===== src/hw/rtl/crl_pkg.sv =====
// types and codes shared by the cursor ring list design
package crl_pkg;

   // operation codes carried in the request tuser
   typedef enum logic [2:0] {
      OP_INSERT = 3'd0,
      OP_REMOVE = 3'd1,
      OP_NEXT   = 3'd2,
      OP_PREV   = 3'd3,
      OP_WALK   = 3'd4
   } kind_type;

   // result status carried in the response tuser
   typedef enum logic [1:0] {
      RS_OK    = 2'd0,
      RS_EMPTY = 2'd1,
      RS_FULL  = 2'd2
   } status_type;

   // sequencer states
   typedef enum logic [3:0] {
      ST_IDLE,
      ST_SCAN,
      ST_INS_LINK,
      ST_INS_FIX,
      ST_REM_LINK,
      ST_STEP_LINK,
      ST_EMIT,
      ST_WALK
   } state_type;

   localparam int DATA_OUT_BITS = 32;
   localparam int VALUE_IN_BITS = 32;
   localparam int COUNT_OUT_BITS = 6;

endpackage


===== src/hw/rtl/cursor_ring_list_top.sv =====
// cursor ring list: circular doubly linked list with a cursor over a node pool
//
//   channel  dir  tdata                               tuser          tlast
//   req_     in   [31:0] value                        [2:0] kind     -
//   rsp_     out  [31:0] data_out, [37:32] count      [1:0] status   last
//
// insert: free-slot scan over the used slots below the lowest free one, link, fix-up, emit;
//   the fix-up step is skipped on an empty ring
// remove, step next, step prev: link step, then emit; error results go straight to emit
// walk: one read per element, in ring order, set by the single read port of each link memory
// reset clears the slot-used flags, cursor and count at once; no clearing pass
// a stalled response holds the sequencer only when it has a new result to load
module cursor_ring_list_top
   import crl_pkg::*;
#(
   parameter int CAPACITY   = 32,
   parameter int VALUE_BITS = 32
) (
   input  logic        clock,
   input  logic        reset,
   input  logic        req_tvalid,
   output logic        req_tready,
   input  logic [31:0] req_tdata,   // [31:0] value
   input  logic [2:0]  req_tuser,   // [2:0] kind
   output logic        rsp_tvalid,
   input  logic        rsp_tready,
   output logic [39:0] rsp_tdata,   // [31:0] data_out, [37:32] count, [39:38] zero
   output logic [1:0]  rsp_tuser,   // [1:0] status
   output logic        rsp_tlast
);

   localparam int IDX_W = (CAPACITY > 1) ? $clog2(CAPACITY) : 1;
   localparam int CNT_W = $clog2(CAPACITY + 1);

   // sequencer and ring state
   state_type               state_ff, state_in;
   kind_type                op_ff, op_in;
   status_type              status_ff, status_in;
   logic [VALUE_BITS-1:0]   ins_val_ff, ins_val_in;
   logic [IDX_W-1:0]        cursor_ff, cursor_in;
   logic [CNT_W-1:0]        count_ff, count_in;
   logic [CNT_W-1:0]        cnt_ff, cnt_in;       // shared scan index / walk counter
   logic [IDX_W-1:0]        new_slot_ff, new_slot_in;
   logic [CAPACITY-1:0]     used_ff, used_in;

   // node pool memories
   logic [VALUE_BITS-1:0]   value_mem [CAPACITY];
   logic [IDX_W-1:0]        next_mem  [CAPACITY];
   logic [IDX_W-1:0]        prev_mem  [CAPACITY];
   logic [VALUE_BITS-1:0]   val_q;
   logic [IDX_W-1:0]        next_q, prev_q;

   logic                    rd_en;
   logic [IDX_W-1:0]        rd_addr;
   logic                    vm_we, nx_we, pv_we;
   logic [IDX_W-1:0]        vm_wa, nx_wa, pv_wa;
   logic [IDX_W-1:0]        nx_wd, pv_wd;

   // response register
   logic                      rsp_valid_ff;
   logic [DATA_OUT_BITS-1:0]  rsp_data_ff;
   status_type                rsp_status_ff;
   logic [COUNT_OUT_BITS-1:0] rsp_count_ff;
   logic                      rsp_last_ff;

   logic                      out_load;
   logic                      out_free;
   logic [DATA_OUT_BITS-1:0]  out_data;
   logic                      out_last;

   logic                      req_fire;
   kind_type                  req_kind;
   logic signed [VALUE_IN_BITS-1:0] req_val_s;
   logic signed [63:0]        req_val_x;
   logic                      ring_full;
   logic                      ring_empty;
   logic                      walk_last;
   logic                      scan_free;
   logic [IDX_W-1:0]          step_slot;

   // sign-extend a stored value to the output width
   function automatic logic [DATA_OUT_BITS-1:0] val_out(input logic [VALUE_BITS-1:0] v);
      logic signed [VALUE_BITS-1:0] s;
      logic signed [63:0]           w;
      s = signed'(v);
      w = 64'(s);
      return w[DATA_OUT_BITS-1:0];
   endfunction

   assign req_tready = (state_ff == ST_IDLE);
   assign req_fire   = req_tvalid && req_tready;
   assign req_kind   = kind_type'(req_tuser);
   assign req_val_s  = signed'(req_tdata);
   assign req_val_x  = 64'(req_val_s);
   assign ring_full  = (count_ff == CNT_W'(CAPACITY));
   assign ring_empty = (count_ff == '0);
   assign walk_last  = ((cnt_ff + CNT_W'(1)) == count_ff);
   assign scan_free  = !used_ff[cnt_ff[IDX_W-1:0]];
   assign step_slot  = (op_ff == OP_NEXT) ? next_q : prev_q;
   assign out_free   = !rsp_valid_ff || rsp_tready;

   // next state
   always_comb begin
      state_in = state_ff;
      unique case (state_ff)
         ST_IDLE: begin
            if (req_fire) begin
               unique case (req_kind) inside
                  OP_INSERT: state_in = ring_full ? ST_EMIT : ST_SCAN;
                  OP_REMOVE: state_in = ring_empty ? ST_EMIT : ST_REM_LINK;
                  OP_NEXT, OP_PREV: state_in = ring_empty ? ST_EMIT : ST_STEP_LINK;
                  OP_WALK:   state_in = ring_empty ? ST_EMIT : ST_WALK;
                  default:   state_in = ST_IDLE;
               endcase
            end
         end
         ST_SCAN:      if (scan_free) state_in = ST_INS_LINK;
         ST_INS_LINK:  state_in = ring_empty ? ST_EMIT : ST_INS_FIX;
         ST_INS_FIX:   state_in = ST_EMIT;
         ST_REM_LINK:  state_in = ST_EMIT;
         ST_STEP_LINK: state_in = ST_EMIT;
         ST_EMIT:      if (out_free) state_in = ST_IDLE;
         ST_WALK:      if (out_free && walk_last) state_in = ST_IDLE;
         default:      state_in = ST_IDLE;
      endcase
   end

   // datapath controls
   always_comb begin
      op_in       = op_ff;
      status_in   = status_ff;
      ins_val_in  = ins_val_ff;
      cursor_in   = cursor_ff;
      count_in    = count_ff;
      cnt_in      = cnt_ff;
      new_slot_in = new_slot_ff;
      used_in     = used_ff;
      rd_en       = 1'b0;
      rd_addr     = cursor_ff;
      vm_we       = 1'b0;
      vm_wa       = new_slot_ff;
      nx_we       = 1'b0;
      nx_wa       = new_slot_ff;
      nx_wd       = new_slot_ff;
      pv_we       = 1'b0;
      pv_wa       = new_slot_ff;
      pv_wd       = new_slot_ff;
      out_load    = 1'b0;
      out_data    = '0;
      out_last    = 1'b1;
      unique case (state_ff)
         ST_IDLE: begin
            if (req_fire) begin
               // fetch the cursor node for every operation
               op_in      = req_kind;
               ins_val_in = req_val_x[VALUE_BITS-1:0];
               rd_en      = 1'b1;
               cnt_in     = '0;
               status_in  = RS_OK;
               if (req_kind == OP_INSERT) begin
                  if (ring_full) status_in = RS_FULL;
               end else if (ring_empty) begin
                  status_in = RS_EMPTY;
               end
            end
         end
         ST_SCAN: begin
            if (scan_free) begin
               new_slot_in = cnt_ff[IDX_W-1:0];
            end else begin
               cnt_in = cnt_ff + CNT_W'(1);
            end
         end
         ST_INS_LINK: begin
            vm_we = 1'b1;
            nx_we = 1'b1;
            pv_we = 1'b1;
            if (!ring_empty) begin
               nx_wd = next_q;
               pv_wd = cursor_ff;
            end
            used_in[new_slot_ff] = 1'b1;
            count_in = count_ff + CNT_W'(1);
            if (ring_empty) cursor_in = new_slot_ff;
         end
         ST_INS_FIX: begin
            // old successor points back, cursor node points forward
            pv_we     = 1'b1;
            pv_wa     = next_q;
            nx_we     = 1'b1;
            nx_wa     = cursor_ff;
            cursor_in = new_slot_ff;
         end
         ST_REM_LINK: begin
            used_in[cursor_ff] = 1'b0;
            count_in = count_ff - CNT_W'(1);
            if (count_ff == CNT_W'(1)) begin
               cursor_in = '0;
            end else begin
               nx_we     = 1'b1;
               nx_wa     = prev_q;
               nx_wd     = next_q;
               pv_we     = 1'b1;
               pv_wa     = next_q;
               pv_wd     = prev_q;
               cursor_in = next_q;
            end
         end
         ST_STEP_LINK: begin
            cursor_in = step_slot;
            rd_en     = 1'b1;
            rd_addr   = step_slot;
         end
         ST_EMIT: begin
            out_load = 1'b1;
            if (status_ff != RS_OK) begin
               out_data = '0;
            end else if (op_ff == OP_INSERT) begin
               out_data = val_out(ins_val_ff);
            end else begin
               out_data = val_out(val_q);
            end
         end
         ST_WALK: begin
            out_load = 1'b1;
            out_data = val_out(val_q);
            out_last = walk_last;
            if (out_free && !walk_last) begin
               cnt_in  = cnt_ff + CNT_W'(1);
               rd_en   = 1'b1;
               rd_addr = next_q;
            end
         end
         default: ;
      endcase
   end

   always_ff @(posedge clock) begin
      if (reset) begin
         state_ff  <= ST_IDLE;
         cursor_ff <= '0;
         count_ff  <= '0;
         used_ff   <= '0;
         cnt_ff    <= '0;
         op_ff     <= OP_INSERT;
         status_ff <= RS_OK;
      end else begin
         state_ff  <= state_in;
         cursor_ff <= cursor_in;
         count_ff  <= count_in;
         used_ff   <= used_in;
         cnt_ff    <= cnt_in;
         op_ff     <= op_in;
         status_ff <= status_in;
      end
   end

   always_ff @(posedge clock) begin
      ins_val_ff  <= ins_val_in;
      new_slot_ff <= new_slot_in;
   end

   // node pool: one write and one registered read per memory each cycle
   always_ff @(posedge clock) begin
      if (vm_we) value_mem[vm_wa] <= ins_val_ff;
      if (rd_en) val_q <= value_mem[rd_addr];
   end

   always_ff @(posedge clock) begin
      if (nx_we) next_mem[nx_wa] <= nx_wd;
      if (rd_en) next_q <= next_mem[rd_addr];
   end

   always_ff @(posedge clock) begin
      if (pv_we) prev_mem[pv_wa] <= pv_wd;
      if (rd_en) prev_q <= prev_mem[rd_addr];
   end

   // response register, refilled in the cycle it drains
   always_ff @(posedge clock) begin
      if (reset) begin
         rsp_valid_ff <= 1'b0;
      end else if (out_load && out_free) begin
         rsp_valid_ff <= 1'b1;
      end else if (rsp_tready) begin
         rsp_valid_ff <= 1'b0;
      end
   end

   always_ff @(posedge clock) begin
      if (out_load && out_free) begin
         rsp_data_ff   <= out_data;
         rsp_status_ff <= status_ff;
         rsp_count_ff  <= COUNT_OUT_BITS'(count_ff);
         rsp_last_ff   <= out_last;
      end
   end

   assign rsp_tvalid = rsp_valid_ff;
   assign rsp_tdata  = {2'b00, rsp_count_ff, rsp_data_ff};
   assign rsp_tuser  = rsp_status_ff;
   assign rsp_tlast  = rsp_last_ff;

`ifndef SYNTHESIS
   // element count always matches the number of slots in use
   a_count_matches_used: assert property (@(posedge clock) disable iff (reset)
      $countones(used_ff) == 32'(count_ff))
      else $error("count does not match slot-used map");

   // ring never holds more than the pool
   a_count_bounded: assert property (@(posedge clock) disable iff (reset)
      count_ff <= CNT_W'(CAPACITY))
      else $error("count above capacity");

   // walk never runs past the element count
   a_walk_in_range: assert property (@(posedge clock) disable iff (reset)
      (state_ff == ST_WALK) |-> (cnt_ff < count_ff))
      else $error("walk beyond ring length");

   // insert on a full ring leaves the count alone
   a_full_insert_holds: assert property (@(posedge clock) disable iff (reset)
      (req_fire && req_kind == OP_INSERT && ring_full) |=> ring_full)
      else $error("full insert changed the ring");
`endif

endmodule

===== config.mk =====
export PLATFORM = sky130hd
export DESIGN_NAME = cursor_ring_list_top
export DESIGN_NICKNAME = d
export VERILOG_FILES = /design/src/hw/rtl/crl_pkg.sv /design/src/hw/rtl/cursor_ring_list_top.sv
export SDC_FILE = /design/constraint.sdc
export NUM_CORES = 2
export LEC_CHECK = 0
export BUFFER_PORTS_ARGS = -buffer_cell sky130_fd_sc_hd__buf_4
export CAP_MARGIN = 15
export CORE_ASPECT_RATIO = 1.5
export CORE_UTILIZATION = 65
export CTS_BUF_LIST = sky130_fd_sc_hd__clkbuf_8
export DETAILED_ROUTE_END_ITERATION = 8
export PLACE_DENSITY = 0.82
export SLEW_MARGIN = 25
export SYNTH_ARGS = -nofsm -noshare
export SYNTH_HDL_FRONTEND = slang
export SYNTH_SLANG_ARGS = --single-unit

===== constraint.sdc =====
create_clock -name clock -period 6.4 [get_ports clock]
set_input_delay 0.96 -clock clock [delete_from_list [all_inputs] [get_ports clock]]
set_output_delay 0.96 -clock clock [all_outputs]
set_load 0.01 [all_outputs]

# [Word level (Yosys, flattened, before mapping)]
# Memory sizes are Yosys's and may differ from the RTL's. A register that Yosys moved wholly into a read port is not among the register bits.
# Index checks and enable logic that the tools add are counted.
[word_totals] reg_bits=137 ramBits=1344 in_bits=39 output_inout_bits=45 mem_count=3
[memory_table] name="value_mem" depth=32 word_bits=32 rd=1 rd_clocked_by_memory_dff=1 wr=1 line="cursor_ring_list_top.sv:47" source="logic [VALUE_BITS-1:0] value_mem [CAPACITY];"
[memory_table] name="next_mem" depth=32 word_bits=5 rd=1 rd_clocked_by_memory_dff=1 wr=1 line="cursor_ring_list_top.sv:48" source="logic [IDX_W-1:0] next_mem [CAPACITY];"
[memory_table] name="prev_mem" depth=32 word_bits=5 rd=1 rd_clocked_by_memory_dff=1 wr=1 line="cursor_ring_list_top.sv:49" source="logic [IDX_W-1:0] prev_mem [CAPACITY];"
[op_classes] addsub=3 order_cmp=5 n_eq_ne=21 mux=55 bitwise=4 reduce_logical=26
[ops] op="one-hot mux 32 bit (2 select lines)" n=2
[ops] op="two-way mux 32 bit" n=2
[ops] op="one-hot mux 5 bit (2 select lines)" n=5
[ops] op="two-way mux 5 bit" n=7
[ops] op="AND 32 bit" n=1
[ops] op="inverter 32 bit" n=1
[ops] op="bitwise OR 32 bit" n=1
[ops] op="one-hot mux 4 bit (6 select lines)" n=1
[ops] op="one-hot mux 5 bit (4 select lines)" n=1
[ops] op="< comparator 5 x 6 -> 1 bit (second input constant)" n=3
[ops] op="two-way mux 6 bit" n=3
[ops] op="one-hot mux 6 bit (3 select lines)" n=1
[ops] op="equality test 4 x 3 -> 1 bit (second input constant)" n=4
[ops] op="two-way mux 1 bit" n=16
[ops] op="two-way mux 4 bit" n=4
[ops] op="adder 6 x 1 -> 6 bit (second input constant)" n=2
[ops] op="one-hot mux 3 bit (4 select lines)" n=1
[ops] op="one-hot mux 6 bit (2 select lines)" n=1
[ops] op="demux 1 bit (select 5 bit)" n=2
[ops] op="greater-or-equal comparator 5 x 1 -> 1 bit (second input constant)" n=2
[ops] op="inequality test 2 bit (second input constant)" n=5
[ops] op="equality test 3 x 2 -> 1 bit (second input constant)" n=3
[ops] op="equality test 4 x 2 -> 1 bit (second input constant)" n=2
[ops] op="two-way mux 2 bit" n=4
[ops] op="26 further kinds" n=40

# [Longest topological paths before layout]
[depth] depth_word=7 ltp_mapped=14 ltp_nobuf=10

# [Worst setup path before layout]
# No wires, ideal clock.
[synth_path] path_type="input-to-reg" from="in rsp_tready" to="reg rsp_count_ff[0], enable pin" setup_ns=0.440 t_arrival_ns=2.753 required_ns=5.960 path_slack_ns=3.207 stages=2 path_buffers=0 path_cell_list="nor2b_1 -> nor2_1"
[synth_via] elab_chain_cells=2
[synth_lines] item="start, declared" line="cursor_ring_list_top.sv:26" source="input logic rsp_tready,"
[synth_lines] item="logical OR 1 bit" line="cursor_ring_list_top.sv:100" source="assign out_free = !rsp_valid_ff || rsp_tready;"
[synth_lines] item="logical AND 1 bit" line="cursor_ring_list_top.sv:291" source="if (out_load && out_free) begin"
[synth_lines] item="end signal, assigned" line="cursor_ring_list_top.sv:294" source="rsp_count_ff <= COUNT_OUT_BITS'(count_ff);"
[synth_lines] item="end, declared" line="cursor_ring_list_top.sv:63" source="logic [COUNT_OUT_BITS-1:0] rsp_count_ff;"
# No other way between the ends.
# A chain may end at the register's enable or synchronous reset.

# [Worst setup path in the final report]
[layout_path] from="reg cnt_ff[0]" to="reg prev_q[4], read port of prev_mem (data pin)"
[layout_via] elab_chain_cells=6 elab_cells_between_ends=8
[layout_lines] item="start, declared" line="cursor_ring_list_top.sv:42" source="logic [CNT_W-1:0] cnt_ff, cnt_in;"
[layout_lines] item="start signal, assigned" line="cursor_ring_list_top.sv:252" source="cnt_ff <= cnt_in;"
[layout_lines] item="adder 6 x 1 -> 6 bit (*)" line="cursor_ring_list_top.sv:97" source="assign walk_last = ((cnt_ff + CNT_W'(1)) == count_ff);"
[layout_lines] item="equality test 6 bit (*)" line="cursor_ring_list_top.sv:97"
[layout_lines] item="zero test 1 bit (*)" line="cursor_ring_list_top.sv:228" source="if (out_free && !walk_last) begin"
[layout_lines] item="logical AND 1 bit (*)" line="cursor_ring_list_top.sv:228"
[layout_lines] item="two-way mux 1 bit or two-way mux 5 bit (tied branches)" line="cursor_ring_list_top.sv:228"
[layout_lines] item="one-hot mux 1 bit (3 select lines) or one-hot mux 5 bit (2 select lines) (tied branches)" line="cursor_ring_list_top.sv:151" source="unique case (state_ff)"
[layout_lines] item="end, declared" line="cursor_ring_list_top.sv:51" source="logic [IDX_W-1:0] next_q, prev_q;"
# Every way passes the cells marked *; elsewhere a longest branch is shown, timed or not.

==> flow_summary.ini <==
[global_route]
grt_usage_pct = 33.98
grt_pass1_vias = 39210
grt-ovfl-total = 0
antenna_found_initial = 4
grt_max_degree = 171
grt_pass1_wl_um = 235000

[hold_path]
hold_depth = 1
holdPathEnd = ins_val_ff[30]
hold_start = req_tdata[30]
min_path_type = input port to register

[timing]
grt_setup_unrepaired = false
post-route-period-util_pct = 82.39
finClkSkew_ps = 56.25
worstMarginPinSlew_ps = 1104
finalSetupViolCount = 0
slew_headroom_pct = 26.40
slew_violations = 0
fin_crit_ps = 5273
fmax_ghz = 0.1897
finalSetupTns_ps = 0
timing.hold.ws_ps = 200.6
hold_viol = 0

[critical_path]
crit_path_top_delay_cell = dfxtp_1
required_ps = 7050
worstPathMaxFanout = 21
rr_worst_depth = 11
cp_top_family = compound AO/OA/AOI/OAI gates
reg2reg_to = prev_q[4]
startpoint_type = register
rr_startpoint = cnt_ff[0]
critPathKind = register to register
crit_buf_inv = 1
end_kind = register
cp.arrival_ps = 5930
cp-startpoint = cnt_ff[0]
crit_chain = ha_1, xor2_1, o211ai_1, mux2_2, a21o_4, mux2i_1, o21ai_0, nand3_2, buf_4, o22ai_1, nor4_2
reg2reg_setup_slack_ps = 1130
cpPeakStageDelay_ps = 880

[detailed_routing]
vias = 40090
drcViolationCount = 1
drt_iter0_drc = 5649
viasPerCell = 6.871
wirelength_um = 161200
drt_first_pass_iters = 9
detail-route-antenna-nets = 0
wl_per_cell_um = 27.64

[yosys]
yosys-top-cells-area = edfxtp_1 72%, nand2_1 5.2%, a21oi_1 3.2%
async_flop_share_pct = 0
synth_top_area_share_pct = 72.41
synth_edf_count = 1464
synth.most_common_cell = edfxtp_1
synthCells = 4383
ys_types = 70
yosysWarnings = 0
synthFlopType = edfxtp_1
synth_top_area_cell = edfxtp_1
syn_avg_cell_area_um2 = 13.85
ys_seq_area_share_pct = 74.32
synth_area_mm2 = 0.06071
ys_top_cells_by_count = 1464 x edfxtp_1, 838 x nand2_1, 389 x a21oi_1
synth-seq-cells = 1522

[floorplanning]
rows = 136
die_area_mm2 = 0.09466
initial_core_util_pct = 65.95
die_height_um = 376.3
ioPinCount = 84
core_area_mm2 = 0.09206
die_x_um = 251.5

[power_and_ir_drop]
cellLeakagePower_nw = 22.11
p_per_area_mw_per_mm2 = 488.1
fin_total_pwr_w = 0.03233
ir_drop_uv = 508.1

[layout]
layout.nets = 4465
drive_gt1_share_pct = 11.88
area_growth_pct = 9.096

[place]
dp_hpwl_um = 84980
gp_congestion = 0.9876
port_buffers = 81

[clocking]
cts-root-buf = clkbuf_8
clk_pin_slew_ps = 70
clock_sink_count = 1522
numCtsBuffers = 205
cts.path.max_buffers = 3
cts_max_level = 4
cts_resized = 0
cts_hold_buf = 0
postCtsSetupRepairBufs = 0
cts_tree = yes
insertion_delay_ps = 940

[outcome]
status = finished, violations left
violations = DRC

[job]
drv_cap = 0
## stage by stage
step           area, um^2  instances  setup WS, ps  util [%]
4_1_cts             66150       5827          1231     71.86
6_report            66240       5834          1127     71.95
5_1_grt             66240       5834          1007     71.95
3_3_place_gp        62210       5453          1480     67.58
3_5_place_dp        62230       5453          1311     67.60
2_1_floorplan       60720       4384          3207         -
## final cells by class
class	instances	area, um^2
multi-input combinational	2487	14010
tap	1242	1554
antenna	3	7.507
timing repair buffer	160	1424
inverter	46	191.4
fill	5504	25820
clock inverter	166	1059
sequential	1522	45120
clock buffer	208	2863
## worst max path at each step
stage	endpoint	slack, ps	cells past startpoint
floorplan	rsp_count_ff[0]	3210	2
detailed placement	prev_q[4]	1310	11
global route	prev_q[4]	1010	11
global placement	prev_q[2]	1480	11
finish	prev_q[4]	1130	11
CTS	prev_q[4]	1230	11
## cell usage in the layout, fill, tap and decap left out, types with 9 or more instances in the layout
cell type,synthesis,routed
nor3_1,15,15
nor4_2,41,41
edfxtp_1,1464,1464
buf_4,12,141
clkbuf_8,0,208
nor2_1,104,102
mux4_2,10,10
bufinv_16,0,10
and3_1,141,140
o22ai_1,124,124
clkinv_2,0,24
o21ai_0,53,53
nand4_1,13,13
nand2_1,838,837
a31oi_1,85,85
clkinv_1,0,61
a211oi_1,134,134
a22oi_1,172,172
a22o_1,33,33
a311oi_1,83,83
inv_1,45,63
nand3_1,108,101
inv_2,1,29
a21oi_1,389,388
nand2b_1,10,9
and2_1,12,10
buf_12,0,16
dfxtp_1,58,58
## logic make-up after synthesis
group / share of synthesized area [%]
DFF: 74.32
and+or+nand+nor: 10.02
AOI/OAI and AO/OA: 11.95
buffers and inverters: 2.815
muxes: 0.5976
xor gates and xnor gates: 0.2020
adders and majority gates: 0.08244
other: 0.006177
## layer usage
layer / vias up / track usage (%) / wire, um
li1: 16940 / - / -
met1: 19310 / 42.07 / 53840
met2: 3136 / 54.32 / 77030
met3: 697 / 7.252 / 18930
met4: 2 / 22.55 / 11420
met5: - / 0 / 18
## sequential cells by signal, summed over array words and instances, names as in the netlist
signal,count
ins_val_ff,32
value_mem,1024
val_q,32
new_slot_ff,5
next_mem,160
rsp_tlast,1
rsp_tvalid,1
rsp_tuser,2
op_ff,3
rsp_data_ff,32
cursor_ff,5
used_ff,32
rsp_count_ff,6
prev_q,5
state_ff,3
next_q,5
count_ff,6
status_ff,2
cnt_ff,6
prev_mem,160
## power by group
| group | total (W) | leakage, nW | internal [W] | switching [W] |
|---|---|---|---|---|
| Combinational | 0.0119 | 6.22 | 0.00355 | 0.00838 |
| Sequential | 0.0133 | 13.7 | 0.0125 | 0.000768 |
| Clock | 0.00710 | 2.20 | 0.00347 | 0.00362 |
No activity file was read; power rests on OpenSTA's default activity.
